`src/rtl/tpt_pkg.sv`:
```
`timescale 1ns / 1ps
`default_nettype none
// ---------------------------------------------------------------------------
// tpt_pkg
// Shared widths, state codes and scan status for the tag presence table.
// ---------------------------------------------------------------------------
package tpt_pkg;

  localparam int TAG_BYTES  = 12;
  localparam int TAG_W      = TAG_BYTES * 8;
  localparam int LOW_W      = 64;
  localparam int HIGH_W     = TAG_W - LOW_W;
  localparam int SLOT_W     = 3;
  localparam int CNT_W      = 16;
  localparam int IN_DATA_W  = TAG_W;
  localparam int IN_USER_W  = 1;
  localparam int OUT_PACK_W = SLOT_W + 2 * CNT_W;
  localparam int OUT_DATA_W = ((OUT_PACK_W + 7) / 8) * 8;
  localparam int OUT_USER_W = 3;

  localparam logic [1:0] ST_IDLE = 2'd0;
  localparam logic [1:0] ST_SCAN = 2'd1;
  localparam logic [1:0] ST_OUT  = 2'd2;

  typedef struct packed {
    logic done;
    logic hit;
    logic dead_found;
  } scan_res_t;

endpackage : tpt_pkg
`default_nettype wire

```
`src/rtl/tpt_ram.sv`:
```
`timescale 1ns / 1ps
`default_nettype none
// ---------------------------------------------------------------------------
// tpt_ram
// Generic single-write, single-read RAM with registered read data.
// ---------------------------------------------------------------------------
module tpt_ram #(
  parameter int WIDTH = 96,
  parameter int DEPTH = 8
) (
  input  wire logic                                      clk,
  input  wire logic                                      wr_en,
  input  wire logic [((DEPTH > 1) ? $clog2(DEPTH) : 1)-1:0] wr_addr,
  input  wire logic [WIDTH-1:0]                          wr_data,
  input  wire logic [((DEPTH > 1) ? $clog2(DEPTH) : 1)-1:0] rd_addr,
  output logic      [WIDTH-1:0]                          rd_data
);

  logic [WIDTH-1:0] mem_r [DEPTH];

  always_ff @(posedge clk) begin
    if (wr_en) begin
      mem_r[wr_addr] <= wr_data;
    end
    rd_data <= mem_r[rd_addr];
  end

endmodule : tpt_ram
`default_nettype wire

```
`src/rtl/tpt_seq.sv`:
```
`timescale 1ns / 1ps
`default_nettype none
// ---------------------------------------------------------------------------
// tpt_seq
// Scan sequencer: walks the ID table one entry per cycle through the RAM
// read port and one shared 96-bit comparator, tracking the first dead entry.
// ---------------------------------------------------------------------------
module tpt_seq
  import tpt_pkg::*;
#(
  parameter int ENTRIES = 8,
  parameter int IDX_W   = 3
) (
  input  wire logic               clk,
  input  wire logic               rst_n,
  input  wire logic               start,
  input  wire logic [TAG_W-1:0]   tag,
  input  wire logic [ENTRIES-1:0] live,
  input  wire logic [ENTRIES-1:0] written,
  input  wire logic [TAG_W-1:0]   rd_data,
  output logic      [IDX_W-1:0]   rd_addr,
  output scan_res_t               res,
  output logic      [IDX_W-1:0]   hit_idx,
  output logic      [IDX_W-1:0]   dead_idx
);

  localparam logic [IDX_W-1:0] LAST = IDX_W'(ENTRIES - 1);

  logic             busy_r, busy_nxt;
  logic             iss_done_r, iss_done_nxt;
  logic [IDX_W-1:0] iss_r, iss_nxt;
  logic             cmp_vld_r, cmp_vld_nxt;
  logic [IDX_W-1:0] cmp_idx_r, cmp_idx_nxt;
  logic             dead_found_r, dead_found_nxt;
  logic [IDX_W-1:0] dead_idx_r, dead_idx_nxt;
  logic             done_r, done_nxt;
  logic             hit_r, hit_nxt;
  logic [TAG_W-1:0] entry_id;
  logic             eq;

  // never-written entries read as zero
  assign entry_id = written[cmp_idx_r] ? rd_data : '0;
  assign eq       = (entry_id == tag);

  always_comb begin
    busy_nxt       = busy_r;
    iss_done_nxt   = iss_done_r;
    iss_nxt        = iss_r;
    cmp_vld_nxt    = cmp_vld_r;
    cmp_idx_nxt    = cmp_idx_r;
    dead_found_nxt = dead_found_r;
    dead_idx_nxt   = dead_idx_r;
    done_nxt       = 1'b0;
    hit_nxt        = hit_r;
    if (start) begin
      busy_nxt       = 1'b1;
      iss_done_nxt   = 1'b0;
      iss_nxt        = '0;
      cmp_vld_nxt    = 1'b0;
      dead_found_nxt = 1'b0;
    end else if (busy_r) begin
      cmp_vld_nxt = !iss_done_r;
      cmp_idx_nxt = iss_r;
      if (iss_r == LAST) begin
        iss_done_nxt = 1'b1;
      end else begin
        iss_nxt = iss_r + IDX_W'(1);
      end
      if (cmp_vld_r) begin
        if (!live[cmp_idx_r] && !dead_found_r) begin
          dead_found_nxt = 1'b1;
          dead_idx_nxt   = cmp_idx_r;
        end
        if (eq || (cmp_idx_r == LAST)) begin
          busy_nxt    = 1'b0;
          cmp_vld_nxt = 1'b0;
          cmp_idx_nxt = cmp_idx_r;
          done_nxt    = 1'b1;
          hit_nxt     = eq;
        end
      end
    end
  end

  always_ff @(posedge clk) begin
    if (!rst_n) begin
      busy_r       <= 1'b0;
      iss_done_r   <= 1'b0;
      iss_r        <= '0;
      cmp_vld_r    <= 1'b0;
      cmp_idx_r    <= '0;
      dead_found_r <= 1'b0;
      dead_idx_r   <= '0;
      done_r       <= 1'b0;
      hit_r        <= 1'b0;
    end else begin
      busy_r       <= busy_nxt;
      iss_done_r   <= iss_done_nxt;
      iss_r        <= iss_nxt;
      cmp_vld_r    <= cmp_vld_nxt;
      cmp_idx_r    <= cmp_idx_nxt;
      dead_found_r <= dead_found_nxt;
      dead_idx_r   <= dead_idx_nxt;
      done_r       <= done_nxt;
      hit_r        <= hit_nxt;
    end
  end

  assign rd_addr        = iss_r;
  assign res.done       = done_r;
  assign res.hit        = hit_r;
  assign res.dead_found = dead_found_r;
  assign hit_idx        = cmp_idx_r;
  assign dead_idx       = dead_idx_r;

endmodule : tpt_seq
`default_nettype wire

```
`src/rtl/tag_presence_toggle_table_core.sv`:
```
`timescale 1ns / 1ps
`default_nettype none
// ---------------------------------------------------------------------------
// tag_presence_toggle_table_core
// Presence table for 96-bit tag IDs: toggles a tag between live and dead and
// keeps wrapping counts of regular and diagnostic reads that do not find the table full.
// ---------------------------------------------------------------------------
// One word is taken at a time. After a word is accepted the block scans the
// ID table one entry per cycle through a single RAM read port and a single
// 96-bit comparator, stopping at the first matching entry or at the last one.
// RAM read data and the scan's done flag are registered; the result then goes
// through the ST_OUT state, which waits while an untaken result is held, into
// the output register. in_tready is low until then and returns high as the
// result is loaded; the result then waits there until taken while the next
// word may already be scanned. Live and written marks are flops cleared by
// reset, so no clearing pass is needed.
// ---------------------------------------------------------------------------
module tag_presence_toggle_table_core
  import tpt_pkg::*;
#(
  parameter int TABLE_ENTRIES = 8
) (
  input  wire logic                  clk,
  input  wire logic                  rst_n,
  input  wire logic                  in_tvalid,
  output logic                       in_tready,
  input  wire logic [IN_DATA_W-1:0]  in_tdata,   // tag_id_low, tag_id_high
  input  wire logic [IN_USER_W-1:0]  in_tuser,   // diag_mode
  output logic                       out_tvalid,
  input  wire logic                  out_tready,
  output logic      [OUT_DATA_W-1:0] out_tdata,  // slot, regular_total, diag_total
  output logic      [OUT_USER_W-1:0] out_tuser   // exiting, diag_event, table_full
);

  localparam int IDX_W = (TABLE_ENTRIES > 1) ? $clog2(TABLE_ENTRIES) : 1;

  logic [1:0]               state_r, state_nxt;
  logic [TAG_W-1:0]         tag_r;
  logic                     diag_r;
  logic [TABLE_ENTRIES-1:0] live_r, live_nxt;
  logic [TABLE_ENTRIES-1:0] written_r, written_nxt;
  logic [CNT_W-1:0]         reg_cnt_r, reg_cnt_nxt;
  logic [CNT_W-1:0]         diag_cnt_r, diag_cnt_nxt;
  logic                     out_vld_r, out_vld_nxt;
  logic [SLOT_W-1:0]        out_slot_r, out_slot_nxt;
  logic                     out_exit_r, out_exit_nxt;
  logic                     out_diag_r, out_diag_nxt;
  logic                     out_full_r, out_full_nxt;
  logic [CNT_W-1:0]         out_reg_r, out_reg_nxt;
  logic [CNT_W-1:0]         out_dcnt_r, out_dcnt_nxt;

  logic                     in_acc;
  logic                     load;
  logic                     hit_live;
  logic [IDX_W-1:0]         target;
  logic                     wr_en;
  logic [IDX_W-1:0]         rd_addr;
  logic [TAG_W-1:0]         rd_data;
  scan_res_t                res;
  logic [IDX_W-1:0]         hit_idx;
  logic [IDX_W-1:0]         dead_idx;

  assign in_tready = (state_r == ST_IDLE);
  assign in_acc    = in_tvalid && in_tready;
  assign load      = (state_r == ST_OUT) && (!out_vld_r || out_tready);
  assign hit_live  = res.hit && live_r[hit_idx];
  assign target    = res.hit ? hit_idx : dead_idx;
  assign wr_en     = load && !hit_live && (res.hit || res.dead_found);

  tpt_seq #(
    .ENTRIES (TABLE_ENTRIES),
    .IDX_W   (IDX_W)
  ) u_seq (
    .clk      (clk),
    .rst_n    (rst_n),
    .start    (in_acc),
    .tag      (tag_r),
    .live     (live_r),
    .written  (written_r),
    .rd_data  (rd_data),
    .rd_addr  (rd_addr),
    .res      (res),
    .hit_idx  (hit_idx),
    .dead_idx (dead_idx)
  );

  tpt_ram #(
    .WIDTH (TAG_W),
    .DEPTH (TABLE_ENTRIES)
  ) u_ram (
    .clk     (clk),
    .wr_en   (wr_en),
    .wr_addr (target),
    .wr_data (tag_r),
    .rd_addr (rd_addr),
    .rd_data (rd_data)
  );

  always_comb begin
    state_nxt    = state_r;
    live_nxt     = live_r;
    written_nxt  = written_r;
    reg_cnt_nxt  = reg_cnt_r;
    diag_cnt_nxt = diag_cnt_r;
    out_vld_nxt  = out_vld_r && !out_tready;
    out_slot_nxt = out_slot_r;
    out_exit_nxt = out_exit_r;
    out_diag_nxt = out_diag_r;
    out_full_nxt = out_full_r;
    out_reg_nxt  = out_reg_r;
    out_dcnt_nxt = out_dcnt_r;
    case (state_r)
      ST_IDLE: begin
        if (in_acc) begin
          state_nxt = ST_SCAN;
        end
      end
      ST_SCAN: begin
        if (res.done) begin
          state_nxt = ST_OUT;
        end
      end
      ST_OUT: begin
        if (load) begin
          state_nxt    = ST_IDLE;
          out_vld_nxt  = 1'b1;
          out_diag_nxt = diag_r;
          out_exit_nxt = hit_live;
          out_full_nxt = 1'b0;
          if (hit_live) begin
            live_nxt[hit_idx] = 1'b0;
            out_slot_nxt      = SLOT_W'(hit_idx);
          end else if (wr_en) begin
            live_nxt[target]    = 1'b1;
            written_nxt[target] = 1'b1;
            out_slot_nxt        = SLOT_W'(target);
          end else begin
            out_full_nxt = 1'b1;
            out_slot_nxt = '0;
          end
          if (hit_live || wr_en) begin
            if (diag_r) begin
              diag_cnt_nxt = diag_cnt_r + CNT_W'(1);
            end else begin
              reg_cnt_nxt = reg_cnt_r + CNT_W'(1);
            end
          end
          out_reg_nxt  = reg_cnt_nxt;
          out_dcnt_nxt = diag_cnt_nxt;
        end
      end
      default: begin
        state_nxt = ST_IDLE;
      end
    endcase
  end

  always_ff @(posedge clk) begin
    if (!rst_n) begin
      state_r    <= ST_IDLE;
      live_r     <= '0;
      written_r  <= '0;
      reg_cnt_r  <= '0;
      diag_cnt_r <= '0;
      out_vld_r  <= 1'b0;
    end else begin
      state_r    <= state_nxt;
      live_r     <= live_nxt;
      written_r  <= written_nxt;
      reg_cnt_r  <= reg_cnt_nxt;
      diag_cnt_r <= diag_cnt_nxt;
      out_vld_r  <= out_vld_nxt;
    end
  end

  always_ff @(posedge clk) begin
    if (in_acc) begin
      tag_r  <= in_tdata[TAG_W-1:0];
      diag_r <= in_tuser[0];
    end
    out_slot_r <= out_slot_nxt;
    out_exit_r <= out_exit_nxt;
    out_diag_r <= out_diag_nxt;
    out_full_r <= out_full_nxt;
    out_reg_r  <= out_reg_nxt;
    out_dcnt_r <= out_dcnt_nxt;
  end

  assign out_tvalid = out_vld_r;
  assign out_tdata  = OUT_DATA_W'({out_dcnt_r, out_reg_r, out_slot_r});
  assign out_tuser  = {out_full_r, out_diag_r, out_exit_r};

endmodule : tag_presence_toggle_table_core
`default_nettype wire

```
`config.mk`:
```
export PLATFORM = sky130hd
export DESIGN_NAME = tag_presence_toggle_table_core
export DESIGN_NICKNAME = d
export VERILOG_FILES = /design/src/rtl/tpt_pkg.sv /design/src/rtl/tpt_ram.sv /design/src/rtl/tpt_seq.sv /design/src/rtl/tag_presence_toggle_table_core.sv
export SDC_FILE = /design/constraint.sdc
export NUM_CORES = 1
export LEC_CHECK = 0
export BUFFER_PORTS_ARGS = -buffer_cell sky130_fd_sc_hd__buf_4
export CORE_ASPECT_RATIO = 0.75
export CORE_MARGIN = 5
export CORE_UTILIZATION = 55
export CTS_BUF_LIST = sky130_fd_sc_hd__clkbuf_4
export CTS_CLUSTER_SIZE = 28
export DETAILED_ROUTE_END_ITERATION = 6
export PLACE_DENSITY = 0.72
export SKIP_CTS_REPAIR_TIMING = 1
export SLEW_MARGIN = 15
export SYNTH_ARGS = -nofsm -noshare
export SYNTH_HDL_FRONTEND = slang
export SYNTH_SLANG_ARGS = --single-unit
export TNS_END_PERCENT = 20
```
`constraint.sdc`:
```
create_clock -name clk -period 9.3 [get_ports clk]
set_clock_uncertainty 0.1 [all_clocks]
set_input_delay 1.86 -clock clk [delete_from_list [all_inputs] [get_ports clk]]
set_output_delay 1.86 -clock clk [all_outputs]
set_load 0.1 [all_outputs]
```
# [After elaboration in Yosys (flattened, before gate mapping)]
# Memory sizes are Yosys's and may differ from the RTL's. A register that Yosys moved wholly into a read port is not among the register bits.
# Index checks and enable logic that the tools add are counted.
[word_totals] reg_bits=201 mem_bits_rw=768 inputBits=101 output_inout_bits=45 elab_cells=119 memories=1
[memory_table] name="u_ram.mem_r" depth=8 word_bits=96 rd=1 rd_clocked_by_memory_dff=1 wr=1 line_no="tpt_ram.sv:19" source="logic [WIDTH-1:0] mem_r [DEPTH];"
[op_classes] addsub=3 magnitude_cmp=4 eq_ne=9 n_mux=36 n_bitwise=10 reduce_logical=33
[op_table] op="== test 96 bit" n=1
[op_table] op="two-way mux 96 bit" n=1
[op_table] op="two-way mux 16 bit" n=4
[op_table] op="adder 16 x 1 -> 16 bit, second input constant" n=2
[op_table] op="two-way mux 1 bit" n=16
[op_table] op="two-way mux 8 bit" n=2
[op_table] op="OR 8 bit" n=2
[op_table] op="two-way mux 3 bit" n=5
[op_table] op="AND reduction 3 bit" n=4
[op_table] op="AND reduction 4 bit" n=3
[op_table] op="logical AND 1 bit" n=9
[op_table] op="AND 8 bit" n=1
[op_table] op="less-than comparator 3 x 4 -> 1 bit, second input constant" n=2
[op_table] op="inverter 8 bit" n=1
[op_table] op="binary-select mux 1 bit (select 3 bit)" n=2
[op_table] op="demux 1 bit (select 3 bit)" n=2
[op_table] op="== test 3 bit, second input constant" n=2
[op_table] op=">= comparator 3 x 1 -> 1 bit, second input constant" n=2
[op_table] op="logical NOT 1 bit" n=6
[op_table] op="two-way mux 2 bit" n=3
[op_table] op="inverter 1 bit" n=6
[op_table] op="one-hot mux 2 bit (3 select lines)" n=1
[op_table] op="AND reduction 2 bit" n=3
[op_table] op="logical OR 1 bit" n=4
[op_table] op="9 further kinds" n=11

# [Longest topological paths before layout]
[depth] word_depth=9 depth_mapped=14 depth_no_buf=9

# [Cells and area by module]
# A second synthesis with hierarchy kept.
[unflattened] hier_cells=2208 hier_area_um2=41320.9
[modules_own_cells] module="tpt_ram" n_inst=1 cells_per_inst=1219 area_per_inst_um2=30805.8 seq_area_each_um2=24984.0
[modules_own_cells] module="tag_presence_toggle_table_core" n_inst=1 cells_per_inst=505 area_per_inst_um2=7113.1 seq_area_each_um2=5074.9
[modules_own_cells] module="tpt_seq" n_inst=1 cells_per_inst=484 area_per_inst_um2=3402.0 seq_area_each_um2=300.3

# [Worst setup path before layout]
# No wires, ideal clock.
[synth_timing] path_type="input -> register" start="in out_tready" end="reg live_r[0]" setup_time_ps=84 arrival_ps=7305 required_time_ps=9116 path_slack_ps=1811 path_stages=6 n_path_buf=0 cell_sequence="nor2b_1 nor3_1 o21ai_0 nor2_1 o32ai_1 nor2_1"
[synth_between] elab_chain_cells=6
[synth_lines] element="start, declared" line_no="tag_presence_toggle_table_core.sv:30" source="input wire logic out_tready,"
[synth_lines] element="logical OR 1 bit (*)" line_no="tag_presence_toggle_table_core.sv:65" source="assign load = (state_r == ST_OUT) && (!out_vld_r || out_tready);"
[synth_lines] element="logical AND 1 bit (*)" line_no="tag_presence_toggle_table_core.sv:65"
[synth_lines] element="logical AND 1 bit (2 in a row)" line_no="tag_presence_toggle_table_core.sv:68" source="assign wr_en = load && !hit_live && (res.hit || res.dead_found);"
[synth_lines] element="nonzero test 2 bit (no source line)"
[synth_lines] element="AND reduction 3 bit (no source line) (*)"
[synth_lines] element="end signal, assigned" line_no="tag_presence_toggle_table_core.sv:168" source="live_r <= live_nxt;"
[synth_lines] element="end, declared" line_no="tag_presence_toggle_table_core.sv:40" source="logic [TABLE_ENTRIES-1:0] live_r, live_nxt;"
# Every way passes the cells marked *; elsewhere a longest branch is shown, timed or not.
# A chain may end at the register's enable or synchronous reset.

# [Worst setup path after layout]
[layout_timing] start="reg u_seq.cmp_idx_r[0] (netlist: u_seq.hit_idx[0])" end="reg u_seq.cmp_idx_r[0] (netlist: u_seq.hit_idx[0])"
[layout_between] elab_chain_cells=7 word_cells_on_any_way=8
[layout_lines] element="start, declared" line_no="tpt_seq.sv:33" source="logic [IDX_W-1:0] cmp_idx_r, cmp_idx_nxt;"
[layout_lines] element="start signal, assigned" line_no="tpt_seq.sv:101" source="cmp_idx_r <= cmp_idx_nxt;"
[layout_lines] element="binary-select mux 1 bit (select 3 bit)" line_no="tpt_seq.sv:42" source="assign entry_id = written[cmp_idx_r] ? rd_data : '0;"
[layout_lines] element="two-way mux 1 bit (not written as such)" line_no="tpt_seq.sv:42"
[layout_lines] element="two-way mux 96 bit" line_no="tpt_seq.sv:42"
[layout_lines] element="== test 96 bit" line_no="tpt_seq.sv:43" source="assign eq = (entry_id == tag);"
[layout_lines] element="logical OR 1 bit (*)" line_no="tpt_seq.sv:74" source="if (eq || (cmp_idx_r == LAST)) begin"
[layout_lines] element="!= test 2 bit (no source line) (*)"
[layout_lines] element="AND reduction 3 bit (no source line) (*)"
# Every way passes the cells marked *; elsewhere a longest branch is shown, timed or not. The select of a mux whose other input is x is not followed.

==> impl_metrics.tcl <==
set metrics [dict create \
    power.density_cell_area_mw_per_mm2 205 \
    worst-setup-path-type "reg -> reg" \
    post-route-drc-count 0 \
    post-synth-top-area-fraction_pct 67.8 \
    floorplan.initialDensity_pct 55.6 \
    cts_tree "built" \
    placed_area_sq_mm 0.0421 \
    cap_viol_max_count 0 \
    fp.dieW_um 321 \
    setup_viol_count_final 0 \
    required_ps 10090 \
    slew_violations 0 \
    row_count 85 \
    finalWirelength_um 81600 \
    detailroute.via_count 20449 \
    post_synth_inst_count 2057 \
    flow.area_growth_from_synthesis_pct 13.5 \
    first_pass_iters 5 \
    postSynth.asyncResetShare_pct 0 \
    run_status "finished clean" \
    synth_edf_count 903 \
    grt_setup_unrepaired "no" \
    hold_ws_ps 351 \
    core_area_sq_mm 0.0719 \
    port_buffers 140 \
    period_minus_slack_ps 5250 \
    clock_tree.buffer_depth 3 \
    maximum_number_of_pins_on_one_net_before_global_route_repair 160 \
    synthesis_warnings 0 \
    detail_route.iter0.violations 1835 \
    worst_ir_drop_vdd_v 0.000126 \
    timing.critical_path.fanout_max 64 \
    hold_class "reg -> reg" \
    place_congestion 0.784 \
    grt_antenna_before_repair 3 \
    cp_data_arrival_time_ps 6030 \
    vias_per_cell 5.77 \
    seq_area_frac_synth_pct 75.9 \
    mappedNetlistArea_sq_mm 0.0400 \
    h_tree_levels 4 \
    worst_slew_pin_slew_ps 1140 \
    clockRootBuffer "sky130_fd_sc_hd__clkbuf_4" \
    grt_pass1_vias 21703 \
    floorplan.die_area_sq_mm 0.0783 \
    timing.critical_path.from_type "flip-flop" \
    cellLeakagePower_nw 15.1 \
    post_route_setup_tns_ps 0 \
    clock_net_sink_count 1065 \
    syn-mean-instance-area_sq_um 19.4 \
    hold_violations 0 \
    grt_first_pass_wirelength_um 125000 \
    synth_top_flop_cell "sky130_fd_sc_hd__edfxtp_1" \
    i_o_pin_total 146 \
    die_y_um 244 \
    post_route_cells_drive_above_1_share_pct 34.1 \
    nets 2471 \
    wl_per_cell_um 23.0 \
    synth.largest_area_cell "sky130_fd_sc_hd__edfxtp_1" \
    post-route-period-util_pct 56.4 \
    postSynthRegisterBits 1065 \
    clock_latency_ps 1060 \
    synth.lib_cells_used.distinct 53 \
    worstSetupEndpointType "flip-flop" \
    finalInstanceArea_sq_mm 0.0454 \
    gr-total-overflow 0 \
    post-dp-hpwl_um 43600 \
    clk_pin_slew_worst_paths_ps 80 \
    post_synth_main_area_contributors "sky130_fd_sc_hd__edfxtp_1 (68%), sky130_fd_sc_hd__mux4_2 (11%), sky130_fd_sc_hd__dfxtp_1 (8.1%)" \
    ant_nets 0 \
    max_slew_margin_pct 23.8 \
    tritoncts.num_buffers 240 \
    max_freq_ghz 0.191 \
    yosys.cell_count.top_type "sky130_fd_sc_hd__edfxtp_1" \
    ys_top_cells_by_count "sky130_fd_sc_hd__edfxtp_1 (903), sky130_fd_sc_hd__mux4_2 (196), sky130_fd_sc_hd__dfxtp_1 (162)" \
    gr-usage-all-layers_pct 21.0 \
]
state kept, by name, summed over array words and instances (netlist names), 2 cells and up:
| register | cells |
|---|---|
| u_ram.mem_r | 768 |
| tag_r | 96 |
| u_ram.rd_data | 96 |
| diag_cnt_r | 16 |
| out_dcnt_r | 16 |
| out_reg_r | 16 |
| reg_cnt_r | 16 |
| live_r | 8 |
| written_r | 8 |
| out_slot_r | 3 |
| u_seq.dead_idx | 3 |
| u_seq.hit_idx | 3 |
| u_seq.rd_addr | 3 |
| state_r | 2 |
cell usage in the layout, fill, tap and decap left out, types with 5 or more instances in the layout:
master                      count
sky130_fd_sc_hd__nor3_1         6
sky130_fd_sc_hd__clkbuf_4     375
sky130_fd_sc_hd__a21oi_1       53
sky130_fd_sc_hd__o22ai_1       13
sky130_fd_sc_hd__xor2_1        29
sky130_fd_sc_hd__bufinv_16      5
sky130_fd_sc_hd__mux4_2       195
sky130_fd_sc_hd__clkinv_1      64
sky130_fd_sc_hd__mux2_2       100
sky130_fd_sc_hd__nor4_1         6
sky130_fd_sc_hd__nand2_1       44
sky130_fd_sc_hd__nand3_1       38
sky130_fd_sc_hd__nor2_1        77
sky130_fd_sc_hd__clkinv_2       7
sky130_fd_sc_hd__nor3b_1       24
sky130_fd_sc_hd__conb_1         5
sky130_fd_sc_hd__dfxtp_1      159
sky130_fd_sc_hd__nor2_4         8
sky130_fd_sc_hd__a21boi_0      22
sky130_fd_sc_hd__or3_1         24
sky130_fd_sc_hd__edfxtp_1     903
sky130_fd_sc_hd__xnor2_1       23
sky130_fd_sc_hd__buf_4        165
sky130_fd_sc_hd__o22a_1         9
sky130_fd_sc_hd__o21ai_0       26
sky130_fd_sc_hd__mux2i_1       11
sky130_fd_sc_hd__a211oi_1      21
sky130_fd_sc_hd__a21o_1        23
sky130_fd_sc_hd__nand4_1       19
sky130_fd_sc_hd__and3_1        41
sky130_fd_sc_hd__inv_1         21
worst max-delay path: stages, from the launching register on:
cell,delay [ps]
sky130_fd_sc_hd__dfxtp_1,800
sky130_fd_sc_hd__mux2_2,410
sky130_fd_sc_hd__mux4_4,730
sky130_fd_sc_hd__buf_4,370
sky130_fd_sc_hd__a21oi_1,230
sky130_fd_sc_hd__o22ai_1,190
sky130_fd_sc_hd__nor4_1,810
sky130_fd_sc_hd__nand4_1,650
sky130_fd_sc_hd__o31ai_4,480
sky130_fd_sc_hd__a211oi_2,160
sky130_fd_sc_hd__mux2i_1,160
worst paths after layout:
kind | endpoint | cells after the start | slack [ps] | start
setup / recovery | u_seq.hit_idx[0]$_SDFFE_PN0P_ | 10 | 4050 | u_seq.hit_idx[0]$_SDFFE_PN0P_
hold / removal | state_r[0]$_SDFFE_PN0P_ | 1 | 350 | state_r[1]$_SDFFE_PN0P_
setup reg to reg | u_seq.hit_idx[0]$_SDFFE_PN0P_ | 10 | 4050 | u_seq.hit_idx[0]$_SDFFE_PN0P_
hold reg to reg | state_r[0]$_SDFFE_PN0P_ | 1 | 350 | state_r[1]$_SDFFE_PN0P_
logic make-up after synthesis:
group           count (synthesis)  share of synthesized area (%)
buf+inv                       128                           1.43
simple gates                  305                           3.95
fa+ha+maj                       4                          0.125
xor+xnor                       52                           1.14
other cells                     1                        0.00938
mux                           310                           14.2
compound gates                192                           3.21
flops                        1065                           75.9
per-stage QoR:
step	power (mW)	util, %	setup WS [ps]	cells
after floorplan	5.53	-	1810	2061
after global placement	5.63	58.5	3910	3080
after CTS	9.41	63.1	4040	3540
after global routing	9.71	63.1	3860	3545
final	9.29	63.1	4050	3545
after detailed placement	5.64	58.5	3820	3080
power breakdown:
| group | internal [mW] | switching, mW | total [mW] |
|---|---|---|---|
| combinational | 0.127 | 0.108 | 0.235 |
| clock | 1.98 | 1.78 | 3.76 |
| sequential | 5.22 | 0.0837 | 5.30 |
routing by layer:
metal	up-vias	share of wire (%)	GRT usage, %
met3	99	7.2	5.37
met2	706	48	32.8
li1	9093	-	-
met5	-	0	0
met4	0	1.7	6.56
met1	10551	43	29.8
cell type report:
type | count | area (sq um)
Sequential cell | 1065 | 30400
Fill cell | 5010 | 26500
Multi-Input combinational cell | 868 | 9130
Clock buffer | 375 | 2820
Timing Repair Buffer | 168 | 1300
Tap cell | 957 | 1200
Clock inverter | 85 | 485
Inverter | 23 | 88.8
Antenna cell | 4 | 10.0
Power figures use the tool's default switching activity.
